===== src/sv/kmp_pkg.sv =====
package kmp_pkg;

	// Sizing
	localparam int PATTERN_MAX   = 64;
	localparam int POSITION_BITS = 16;
	localparam int PTR_W         = $clog2(PATTERN_MAX + 1);
	localparam int PADDR_W       = $clog2(PATTERN_MAX);
	localparam int FT_DEPTH      = PATTERN_MAX + 1;
	localparam int TPOS_W        = POSITION_BITS + 1;
	localparam int COUNT_W       = 16;

	localparam logic [PTR_W-1:0]   PTR_FULL  = PTR_W'(PATTERN_MAX);
	localparam logic [TPOS_W-1:0]  TPOS_MAX  = {TPOS_W{1'b1}};
	localparam logic [COUNT_W-1:0] COUNT_MAX = {COUNT_W{1'b1}};

	// Opcodes
	localparam logic [1:0] OP_CLEAR   = 2'd0;
	localparam logic [1:0] OP_PATTERN = 2'd1;
	localparam logic [1:0] OP_TEXT    = 2'd2;

	// Status codes
	localparam logic [1:0] STAT_OK       = 2'd0;
	localparam logic [1:0] STAT_SHORT    = 2'd1;
	localparam logic [1:0] STAT_EMPTY    = 2'd2;
	localparam logic [1:0] STAT_OVERFLOW = 2'd3;

	// Controller to datapath
	typedef struct packed {
		logic accept;
		logic walk;
		logic finish;
	} ctrl_cmd_t;

	// Datapath to controller
	typedef struct packed {
		logic walk_more;
		logic out_free;
	} dp_stat_t;

endpackage


===== src/sv/kmp_if.sv =====
interface kmp_item_if;
	logic       valid;
	logic       ready;
	logic [1:0] opcode;
	logic [7:0] data_byte;
	logic       last;

	modport source (output valid, opcode, data_byte, last, input ready);
	modport sink (input valid, opcode, data_byte, last, output ready);
endinterface

interface kmp_result_if;
	logic        valid;
	logic        ready;
	logic        match_found;
	logic [15:0] match_start;
	logic [15:0] match_count;
	logic        text_done;
	logic [1:0]  status;

	modport source (output valid, match_found, match_start, match_count, text_done, status,
		input ready);
	modport sink (input valid, match_found, match_start, match_count, text_done, status,
		output ready);
endinterface


===== src/sv/kmp_ram.sv =====
module kmp_ram #(
	parameter int WIDTH = 8,
	parameter int DEPTH = 64
) (
	input  logic                     clk,
	input  logic                     we,
	input  logic [$clog2(DEPTH)-1:0] waddr,
	input  logic [WIDTH-1:0]         wdata,
	input  logic [$clog2(DEPTH)-1:0] raddr,
	output logic [WIDTH-1:0]         rdata
);

	logic [WIDTH-1:0] mem_q [DEPTH];
	logic [WIDTH-1:0] rdata_q;

	// Write one entry, register the read
	always_ff @(posedge clk) begin
		if (we) begin
			mem_q[waddr] <= wdata;
		end
		rdata_q <= mem_q[raddr];
	end

	assign rdata = rdata_q;

endmodule


===== src/sv/kmp_ctrl.sv =====
module kmp_ctrl (
	input  logic                clk,
	input  logic                arst_n,
	input  logic                in_valid,
	output logic                in_ready,
	input  kmp_pkg::dp_stat_t   stat,
	output kmp_pkg::ctrl_cmd_t  cmd
);
	import kmp_pkg::*;

	localparam logic S_IDLE = 1'b0;
	localparam logic S_RUN  = 1'b1;

	logic state_q;
	logic state_d;

	// Take an item in idle, walk the failure chain, then commit once the output slot is free
	always_comb begin
		state_d    = state_q;
		cmd        = '0;
		in_ready   = 1'b0;
		case (state_q)
			S_IDLE: begin
				in_ready = 1'b1;
				if (in_valid) begin
					cmd.accept = 1'b1;
					state_d    = S_RUN;
				end
			end
			S_RUN: begin
				if (stat.walk_more) begin
					cmd.walk = 1'b1;
				end else if (stat.out_free) begin
					cmd.finish = 1'b1;
					state_d    = S_IDLE;
				end
			end
			default: begin
				state_d = S_IDLE;
			end
		endcase
	end

	always_ff @(posedge clk or negedge arst_n) begin
		if (!arst_n) begin
			state_q <= S_IDLE;
		end else begin
			state_q <= state_d;
		end
	end

endmodule


===== src/sv/kmp_dp.sv =====
module kmp_dp (
	input  logic                clk,
	input  logic                arst_n,
	input  kmp_pkg::ctrl_cmd_t  cmd,
	output kmp_pkg::dp_stat_t   stat,
	input  logic [1:0]          opcode,
	input  logic [7:0]          data_byte,
	input  logic                last,
	input  logic                out_ready,
	output logic                out_valid,
	output logic                match_found,
	output logic [15:0]         match_start,
	output logic [15:0]         match_count,
	output logic                text_done,
	output logic [1:0]          status
);
	import kmp_pkg::*;

	// Search state
	logic [PTR_W-1:0]   len_q, bp_q, mp_q, k_q;
	logic [TPOS_W-1:0]  tpos_q;
	logic [COUNT_W-1:0] cnt_q;
	logic               ovf_q;

	// Latched item
	logic [1:0] op_q;
	logic [7:0] c_q;
	logic       last_q;

	// Result register
	logic                     out_valid_q;
	logic                     found_q, done_q;
	logic [POSITION_BITS-1:0] start_q;
	logic [COUNT_W-1:0]       count_q;
	logic [1:0]               status_q;

	// Memory ports
	logic [PTR_W-1:0] raddr;
	logic [7:0]       pat_rd;
	logic [PTR_W-1:0] fail_rd;
	logic             pat_we, fail_we;

	// Walk and finish terms
	logic                     full, hit, has_pat, found;
	logic [PTR_W-1:0]         t;
	logic [PTR_W-1:0]         mp_new;
	logic [TPOS_W-1:0]        tpos_new;
	logic [COUNT_W-1:0]       cnt_new;
	logic [POSITION_BITS-1:0] start_new;
	logic [1:0]               status_new;

	// Pick the read address: start pointer on accept, failure link on a walk step, chain pointer otherwise
	always_comb begin
		if (cmd.accept) begin
			raddr = (opcode == OP_PATTERN) ? bp_q : mp_q;
		end else if (cmd.walk) begin
			raddr = fail_rd;
		end else begin
			raddr = k_q;
		end
	end

	assign pat_we  = cmd.accept && (opcode == OP_PATTERN) && (len_q < PTR_FULL);
	assign full    = (len_q >= PTR_FULL);
	assign fail_we = cmd.finish && (op_q == OP_PATTERN) && !full;

	kmp_ram #(.WIDTH(8), .DEPTH(PATTERN_MAX)) u_pat_ram (
		.clk   (clk),
		.we    (pat_we),
		.waddr (len_q[PADDR_W-1:0]),
		.wdata (data_byte),
		.raddr (raddr[PADDR_W-1:0]),
		.rdata (pat_rd)
	);

	kmp_ram #(.WIDTH(PTR_W), .DEPTH(FT_DEPTH)) u_fail_ram (
		.clk   (clk),
		.we    (fail_we),
		.waddr (PTR_W'(len_q + 1'b1)),
		.wdata (t),
		.raddr (raddr),
		.rdata (fail_rd)
	);

	// Compare the pattern byte at the pointer; extend on a hit, follow the link otherwise
	assign hit = (k_q < len_q) && (pat_rd == c_q);
	assign t   = hit ? PTR_W'(k_q + 1'b1) : k_q;

	assign stat.walk_more = (((op_q == OP_PATTERN) && !full) || (op_q == OP_TEXT))
		&& !hit && (k_q != '0);
	assign stat.out_free  = !out_valid_q || out_ready;

	// Text step results
	assign has_pat   = (len_q != '0);
	assign found     = has_pat && (t == len_q);
	assign mp_new    = found ? bp_q : (has_pat ? t : mp_q);
	assign tpos_new  = (tpos_q != TPOS_MAX) ? TPOS_W'(tpos_q + 1'b1) : tpos_q;
	assign cnt_new   = (found && (cnt_q != COUNT_MAX)) ? COUNT_W'(cnt_q + 1'b1) : cnt_q;
	assign start_new = tpos_q[POSITION_BITS-1:0] + POSITION_BITS'(1)
		- POSITION_BITS'(len_q);

	always_comb begin
		if (ovf_q) begin
			status_new = STAT_OVERFLOW;
		end else if (!has_pat) begin
			status_new = STAT_EMPTY;
		end else if (tpos_new < TPOS_W'(len_q)) begin
			status_new = STAT_SHORT;
		end else begin
			status_new = STAT_OK;
		end
	end

	// Latch the item and advance the chain pointer
	always_ff @(posedge clk) begin
		if (cmd.accept) begin
			op_q   <= opcode;
			c_q    <= data_byte;
			last_q <= last;
			k_q    <= raddr;
		end else if (cmd.walk) begin
			k_q    <= raddr;
		end
	end

	// Commit search state
	always_ff @(posedge clk or negedge arst_n) begin
		if (!arst_n) begin
			len_q  <= '0;
			bp_q   <= '0;
			mp_q   <= '0;
			tpos_q <= '0;
			cnt_q  <= '0;
			ovf_q  <= 1'b0;
		end else if (cmd.finish) begin
			case (op_q)
				OP_CLEAR: begin
					len_q  <= '0;
					bp_q   <= '0;
					mp_q   <= '0;
					tpos_q <= '0;
					cnt_q  <= '0;
					ovf_q  <= 1'b0;
				end
				OP_PATTERN: begin
					if (full) begin
						ovf_q <= 1'b1;
					end else begin
						bp_q  <= t;
						len_q <= PTR_W'(len_q + 1'b1);
					end
				end
				OP_TEXT: begin
					if (last_q) begin
						mp_q   <= '0;
						tpos_q <= '0;
						cnt_q  <= '0;
					end else begin
						mp_q   <= mp_new;
						tpos_q <= tpos_new;
						cnt_q  <= cnt_new;
					end
				end
				default: begin
				end
			endcase
		end
	end

	// Output valid: set on commit, drop on transfer
	always_ff @(posedge clk or negedge arst_n) begin
		if (!arst_n) begin
			out_valid_q <= 1'b0;
		end else if (cmd.finish) begin
			out_valid_q <= 1'b1;
		end else if (out_ready) begin
			out_valid_q <= 1'b0;
		end
	end

	// Result payload; all zero except for a text byte
	always_ff @(posedge clk) begin
		if (cmd.finish) begin
			if (op_q == OP_TEXT) begin
				found_q  <= found;
				start_q  <= found ? start_new : '0;
				count_q  <= cnt_new;
				done_q   <= last_q;
				status_q <= last_q ? status_new : STAT_OK;
			end else begin
				found_q  <= 1'b0;
				start_q  <= '0;
				count_q  <= '0;
				done_q   <= 1'b0;
				status_q <= STAT_OK;
			end
		end
	end

	assign out_valid   = out_valid_q;
	assign match_found = found_q;
	assign match_start = start_q;
	assign match_count = count_q;
	assign text_done   = done_q;
	assign status      = status_q;

endmodule


===== src/sv/kmp_substring_matcher_unit.sv =====
// A result is registered when its item commits, which follows any failure-chain steps and waits
// until the output register is free or is being emptied.
// A new item is taken only after the previous item has committed its result.
// An item is taken while the previous result still waits in the output register.
// Reset clears pattern length, start and match pointers, text position, count and overflow flag
// at once; the pattern and failure memories are not cleared and hold nothing valid until written.
module kmp_substring_matcher_unit (
	input logic         clk,
	input logic         arst_n,
	kmp_item_if.sink    item,
	kmp_result_if.source result
);
	import kmp_pkg::*;

	ctrl_cmd_t cmd;
	dp_stat_t  stat;

	kmp_ctrl u_ctrl (
		.clk      (clk),
		.arst_n   (arst_n),
		.in_valid (item.valid),
		.in_ready (item.ready),
		.stat     (stat),
		.cmd      (cmd)
	);

	kmp_dp u_dp (
		.clk         (clk),
		.arst_n      (arst_n),
		.cmd         (cmd),
		.stat        (stat),
		.opcode      (item.opcode),
		.data_byte   (item.data_byte),
		.last        (item.last),
		.out_ready   (result.ready),
		.out_valid   (result.valid),
		.match_found (result.match_found),
		.match_start (result.match_start),
		.match_count (result.match_count),
		.text_done   (result.text_done),
		.status      (result.status)
	);

endmodule

===== src/flat_wrapper.sv =====
// flat-port wrapper written by rule: the top's interface ports become plain ports
module kmp_substring_matcher_unit_flat import kmp_pkg::*;
  (clk, arst_n, item_valid, item_opcode, item_data_byte, item_last, item_ready, result_valid, result_match_found, result_match_start, result_match_count, result_text_done, result_status, result_ready);
  kmp_item_if item_i ();
  kmp_result_if result_i ();
  input logic clk;
  input logic arst_n;
  input wire logic [$bits(item_i.valid)-1:0] item_valid;
  input wire logic [$bits(item_i.opcode)-1:0] item_opcode;
  input wire logic [$bits(item_i.data_byte)-1:0] item_data_byte;
  input wire logic [$bits(item_i.last)-1:0] item_last;
  output wire logic [$bits(item_i.ready)-1:0] item_ready;
  output wire logic [$bits(result_i.valid)-1:0] result_valid;
  output wire logic [$bits(result_i.match_found)-1:0] result_match_found;
  output wire logic [$bits(result_i.match_start)-1:0] result_match_start;
  output wire logic [$bits(result_i.match_count)-1:0] result_match_count;
  output wire logic [$bits(result_i.text_done)-1:0] result_text_done;
  output wire logic [$bits(result_i.status)-1:0] result_status;
  input wire logic [$bits(result_i.ready)-1:0] result_ready;
  assign item_i.valid = item_valid;
  assign item_i.opcode = item_opcode;
  assign item_i.data_byte = item_data_byte;
  assign item_i.last = item_last;
  assign item_ready = item_i.ready;
  assign result_valid = result_i.valid;
  assign result_match_found = result_i.match_found;
  assign result_match_start = result_i.match_start;
  assign result_match_count = result_i.match_count;
  assign result_text_done = result_i.text_done;
  assign result_status = result_i.status;
  assign result_i.ready = result_ready;
  kmp_substring_matcher_unit u_core (.clk(clk), .arst_n(arst_n), .item(item_i), .result(result_i));
endmodule

===== config.mk =====
export PLATFORM = sky130hd
export DESIGN_NAME = kmp_substring_matcher_unit_flat
export DESIGN_NICKNAME = d
export VERILOG_FILES = /design/src/sv/kmp_pkg.sv /design/src/sv/kmp_if.sv /design/src/sv/kmp_ram.sv /design/src/sv/kmp_ctrl.sv /design/src/sv/kmp_dp.sv /design/src/sv/kmp_substring_matcher_unit.sv /design/src/flat_wrapper.sv
export SDC_FILE = /design/constraint.sdc
export NUM_CORES = 2
export LEC_CHECK = 0
export BUFFER_PORTS_ARGS = -buffer_cell sky130_fd_sc_hd__buf_2
export CAP_MARGIN = 20
export CELL_PAD_IN_SITES_DETAIL_PLACEMENT = 2
export CELL_PAD_IN_SITES_GLOBAL_PLACEMENT = 2
export CORE_MARGIN = 5
export CORE_UTILIZATION = 44
export CTS_CLUSTER_DIAMETER = 150
export DETAILED_ROUTE_END_ITERATION = 10
export GPL_TIMING_DRIVEN = 1
export PLACE_DENSITY_LB_ADDON = 0.1
export SETUP_SLACK_MARGIN = 0.15
export SYNTH_ARGS = -nofsm -noshare
export SYNTH_HDL_FRONTEND = slang
export SYNTH_HIERARCHICAL = 1
export SYNTH_SLANG_ARGS = --single-unit

===== constraint.sdc =====
create_clock -name clk -period 5.54 [get_ports clk]
set_clock_uncertainty 0.15 [all_clocks]
set_input_delay 1.385 -clock clk [delete_from_list [all_inputs] [get_ports clk]]
set_output_delay 1.385 -clock clk [all_outputs]
set_load 0.05 [all_outputs]

==> impl_metrics.csv <==
group,metric,value,unit
outcome,outcome,"finished clean",
synth,yosys.area_share.simple,5.419,%
clock_network,cts_max_path_buffers,3,
detailed_routing,drt_iter0_drc,2440,
critical_path,worstSetupStartpointType,"flip-flop",
timing,relSlewSlack,26.97,%
synth,synthesis.instances,2477,
final_layout,nNetsFinal,2748,
pwr,max-vdd-ir-drop,0.3098,mV
grt,track_usage,24.45,%
clock_network,h-tree-depth,3,
synth,synth_top_family_by_area,"multiplexers",
synth,synthesis.area,45300,µm²
synth,synthAdderAreaFrac,1.342,%
detailed_routing,wirelength,132100,µm
die,initial_utilization,44.40,%
die,num_io_pins,53,
critical_path,required,5.99,ns
final_layout,drive_gt1_share,25.76,%
final_layout,fillCellCount,9061,
critical_path,path_cells,"ha_1, a21oi_1, o211ai_1, nor3_4, and2_1, a311oi_1, and2_2, nor2_1, a211oi_1, a21oi_4, buf_12, buf_12, mux4_2, mux4_2, nor2_1, nor3_1, o2bb2ai_1",
synth,async_reset_ff_share,5.215,%
placement,pre_cts_ws,0.2433,ns
detailed_routing,via_per_inst,6.007,
grt,grt_pass1_wl,195700,µm
critical_path,end_kind,"flip-flop",
clock_network,path_clk_slew,0.06,ns
synth,ys_types,88,
grt,grt_overflow,0,
timing,finalHoldViolCount,0,
detailed_routing,wl_per_cell,31.83,µm
die,die_y,330.9,µm
pwr,power-per-cell-area,545.5,nW/µm²
clock_network,clkLatencyLatePin,0.71,ns
synth,synthMuxAreaShare,14.35,%
critical_path,cpLargestDelayFamily,"simple AND/OR/NAND/NOR gates",
detailed_routing,num_vias,24930,
detailed_routing,drtAntennaViolNets,0,
synth,synth_flop_cell,"edfxtp_1",
clock_network,cts_tree,"done",
critical_path,cp_data_arrival_time,5.61,ns
grt,antenna_found_initial,2,
critical_path,timing.rr.start,"u_core/u_dp/k_q[6]",
pwr,total_power,28.22,mW
timing,worst_slack,0.3782,ns
final_layout,final_common_cell,"edfxtp_1",
die,die_area,109500,µm²
synth,synth-seq-area-share,71.49,%
synth,ys_ff_latch,1093,
critical_path,slowest_stage,"mux4_2",
pwr,p_leak,17.00,nW
placement,portBuffers,52,
placement,postPlaceCellArea,48050,µm²
timing,max_slew.worst_pin.slew,1.091,ns
placement,place_congestion,0.8037,
synth,synth_edf_count,1021,
clock_network,root_buffer,"clkbuf_16",
die,die_w,330.9,µm
synth,synth_xor_xnor_area_share,1.036,%
synth,avgSynthCellArea,18.29,µm²
die,core_area,102000,µm²
timing,finalSetupViolations,0,
timing,hold_ws,0.3575,ns
clock_network,numCtsBuffers,114,
job,cap_viol_max_count,0,
final_layout,final_cell_area,51730,µm²
synth,yosys_warnings,6,
synth,syn-num-nets,2540,
timing,fmax,193.7,MHz
synth,synth-compound-area-share,4.466,%
die,std_cell_rows,117,
timing,finalCritPeriodShare,93.17,%
timing,slew_viol_final,0,
placement,hpwl,83670,µm
grt,first_global_vias,27260,
clock_network,clock-sinks,1093,
timing,setup-tns-final,0,ns
critical_path,path_class,"flip-flop to flip-flop",
detailed_routing,first_pass_iters,5,
critical_path,worstSetupStartpoint,"u_core/u_dp/k_q[6]",
critical_path,crit_path_max_incr_delay,0.54,ns
worst_hold_path,min_from,"u_core/u_dp/mp_q[4]",
final_layout,antenna_cells,0,
timing,rsz0062_at_grt,"true",
worst_hold_path,hp-class,"flip-flop to flip-flop",
detailed_routing,drcViolationCount,0,
final_layout,layout_common_cells,"edfxtp_1 (1,021), mux4_2 (238), nor2_1 (184), buf_4 (150), clkbuf_16 (115)",
final_layout,area_delta_synth_final,14.19,%
clock_network,ctsHoldBuffers,0,
timing,fin_crit,5.162,ns
grt,grt_max_degree,68,
critical_path,critPathBufInv,2,
critical_path,worstPathMaxFanout,24,
registers in the layout, indices dropped and copies added, names as in the netlist, 8 cells and up:
name and count:
u_core/u_dp/u_fail_ram/mem_q 455, u_core/u_dp/match_count 16, u_core/u_dp/match_start 16, u_core/u_dp/u_pat_ram/rdata 8, u_core/u_dp/tpos_q 17, u_core/u_dp/cnt_q 16
u_core/u_dp/c_q 8, u_core/u_dp/u_pat_ram/mem_q 512
worst reg2reg max path, stage by stage (launching register included):
cell	delay, ns
edfxtp_1	0.53
ha_1	0.37
a21oi_1	0.17
o211ai_1	0.15
nor3_4	0.40
and2_1	0.22
a311oi_1	0.06
and2_2	0.31
nor2_1	0.13
a211oi_1	0.08
a21oi_4	0.44
buf_12	0.31
buf_12	0.23
mux4_2	0.35
mux4_2	0.54
nor2_1	0.37
nor3_1	0.11
o2bb2ai_1	0.13
stage by stage:
stage / std cells / utilization [%]
floorplan: 2477 / -
global placement: 3930 / 47.09
detailed placement: 3930 / 47.09
CTS: 4145 / 50.58
global route: 4151 / 50.70
finish: 4151 / 50.70
routing by layer:
layer	routed length, µm	part of all wire, %	up-vias	track usage (%)
met5	13	0.0098	-	0
met4	2907	2.2	2	5.710
met3	7129	5.4	176	3.681
met2	65950	50	775	41.39
met1	56140	42	13540	33.86
li1	-	-	10450	-
worst paths after layout:
path / to / depth (start not counted) / slack, ns
max in group asynchronous: u_core/u_dp/mp_q[2] / 2 / 3.93
min reg2reg: u_core/u_dp/mp_q[4] / 2 / 0.36
min: u_core/u_dp/mp_q[4] / 2 / 0.36
min in group asynchronous: u_core/u_dp/len_q[0] / 2 / 0.75
max reg2reg: u_core/u_dp/u_pat_ram/rdata[0] / 17 / 0.38
max: u_core/u_dp/u_pat_ram/rdata[0] / 17 / 0.38
Yosys cell counts (all sizes together) (4+ instances only):
| master | number | area share, % |
|---|---|---|
| a211oi | 14 | 0.23 |
| nand3b | 4 | 0.066 |
| dfrtp | 57 | 3.1 |
| nor3 | 34 | 0.43 |
| and3 | 21 | 0.29 |
| or3 | 4 | 0.055 |
| or2 | 5 | 0.069 |
| nand3 | 48 | 0.53 |
| nor2b | 34 | 0.49 |
| nor4 | 12 | 0.31 |
| a221oi | 13 | 0.32 |
| dfxtp | 15 | 0.66 |
| o211ai | 7 | 0.12 |
| a2111oi | 7 | 0.19 |
| buf | 71 | 1.1 |
| o22ai | 9 | 0.12 |
| mux2i | 68 | 1.5 |
| mux2 | 41 | 1.0 |
| o21ai | 60 | 0.68 |
| a311oi | 4 | 0.077 |
| ha | 47 | 1.3 |
| a21o | 5 | 0.083 |
| xnor2 | 41 | 0.79 |
| and2 | 9 | 0.13 |
| a32oi | 8 | 0.15 |
| edfxtp | 1021 | 68 |
| o2111ai | 4 | 0.077 |
| o31ai | 12 | 0.20 |
| a22oi | 17 | 0.28 |
| inv | 38 | 0.31 |
| xor2 | 10 | 0.19 |
| clkbuf | 58 | 0.48 |
| nand2b | 20 | 0.28 |
| nor3b | 6 | 0.11 |
| o221ai | 8 | 0.15 |
| a31oi | 12 | 0.17 |
| nor2 | 191 | 1.6 |
| a22o | 33 | 0.64 |
| mux4 | 238 | 12 |
| nand2 | 88 | 0.73 |
| a21oi | 34 | 0.38 |
| nand4 | 9 | 0.12 |
final cells by class:
class	instances	area, µm²	share of cell area [%]
Sequential cell	1093	32390	62.61
Multi-Input combinational cell	1217	12180	23.54
Clock buffer	138	2964	5.730
Timing Repair Buffer	221	1758	3.398
Tap cell	1368	1712	3.309
Clock inverter	76	589.3	1.139
Inverter	38	142.6	0.2757
power by group:
part	total (mW)	switching, mW	internal, mW
sequential	10.0	0.177	9.87
clock	7.41	3.28	4.13
combinational	10.8	6.47	4.28
total	28.2	9.93	18.3
what timing repair did:
item / 4_1_cts / 5_1_grt
buffers inserted: 1 / 0
resized for setup: 0 / 7
endpoints found under the setup margin: 2 / 21
cloned: 0 / 0
cell families after synthesis:
logic type / count (synthesis)
compound gates: 276
fa+ha+maj: 48
simple gates: 494
buf+inv: 167
xor+xnor: 52
flops: 1093
mux: 347
(Power assumes the default switching activity.)
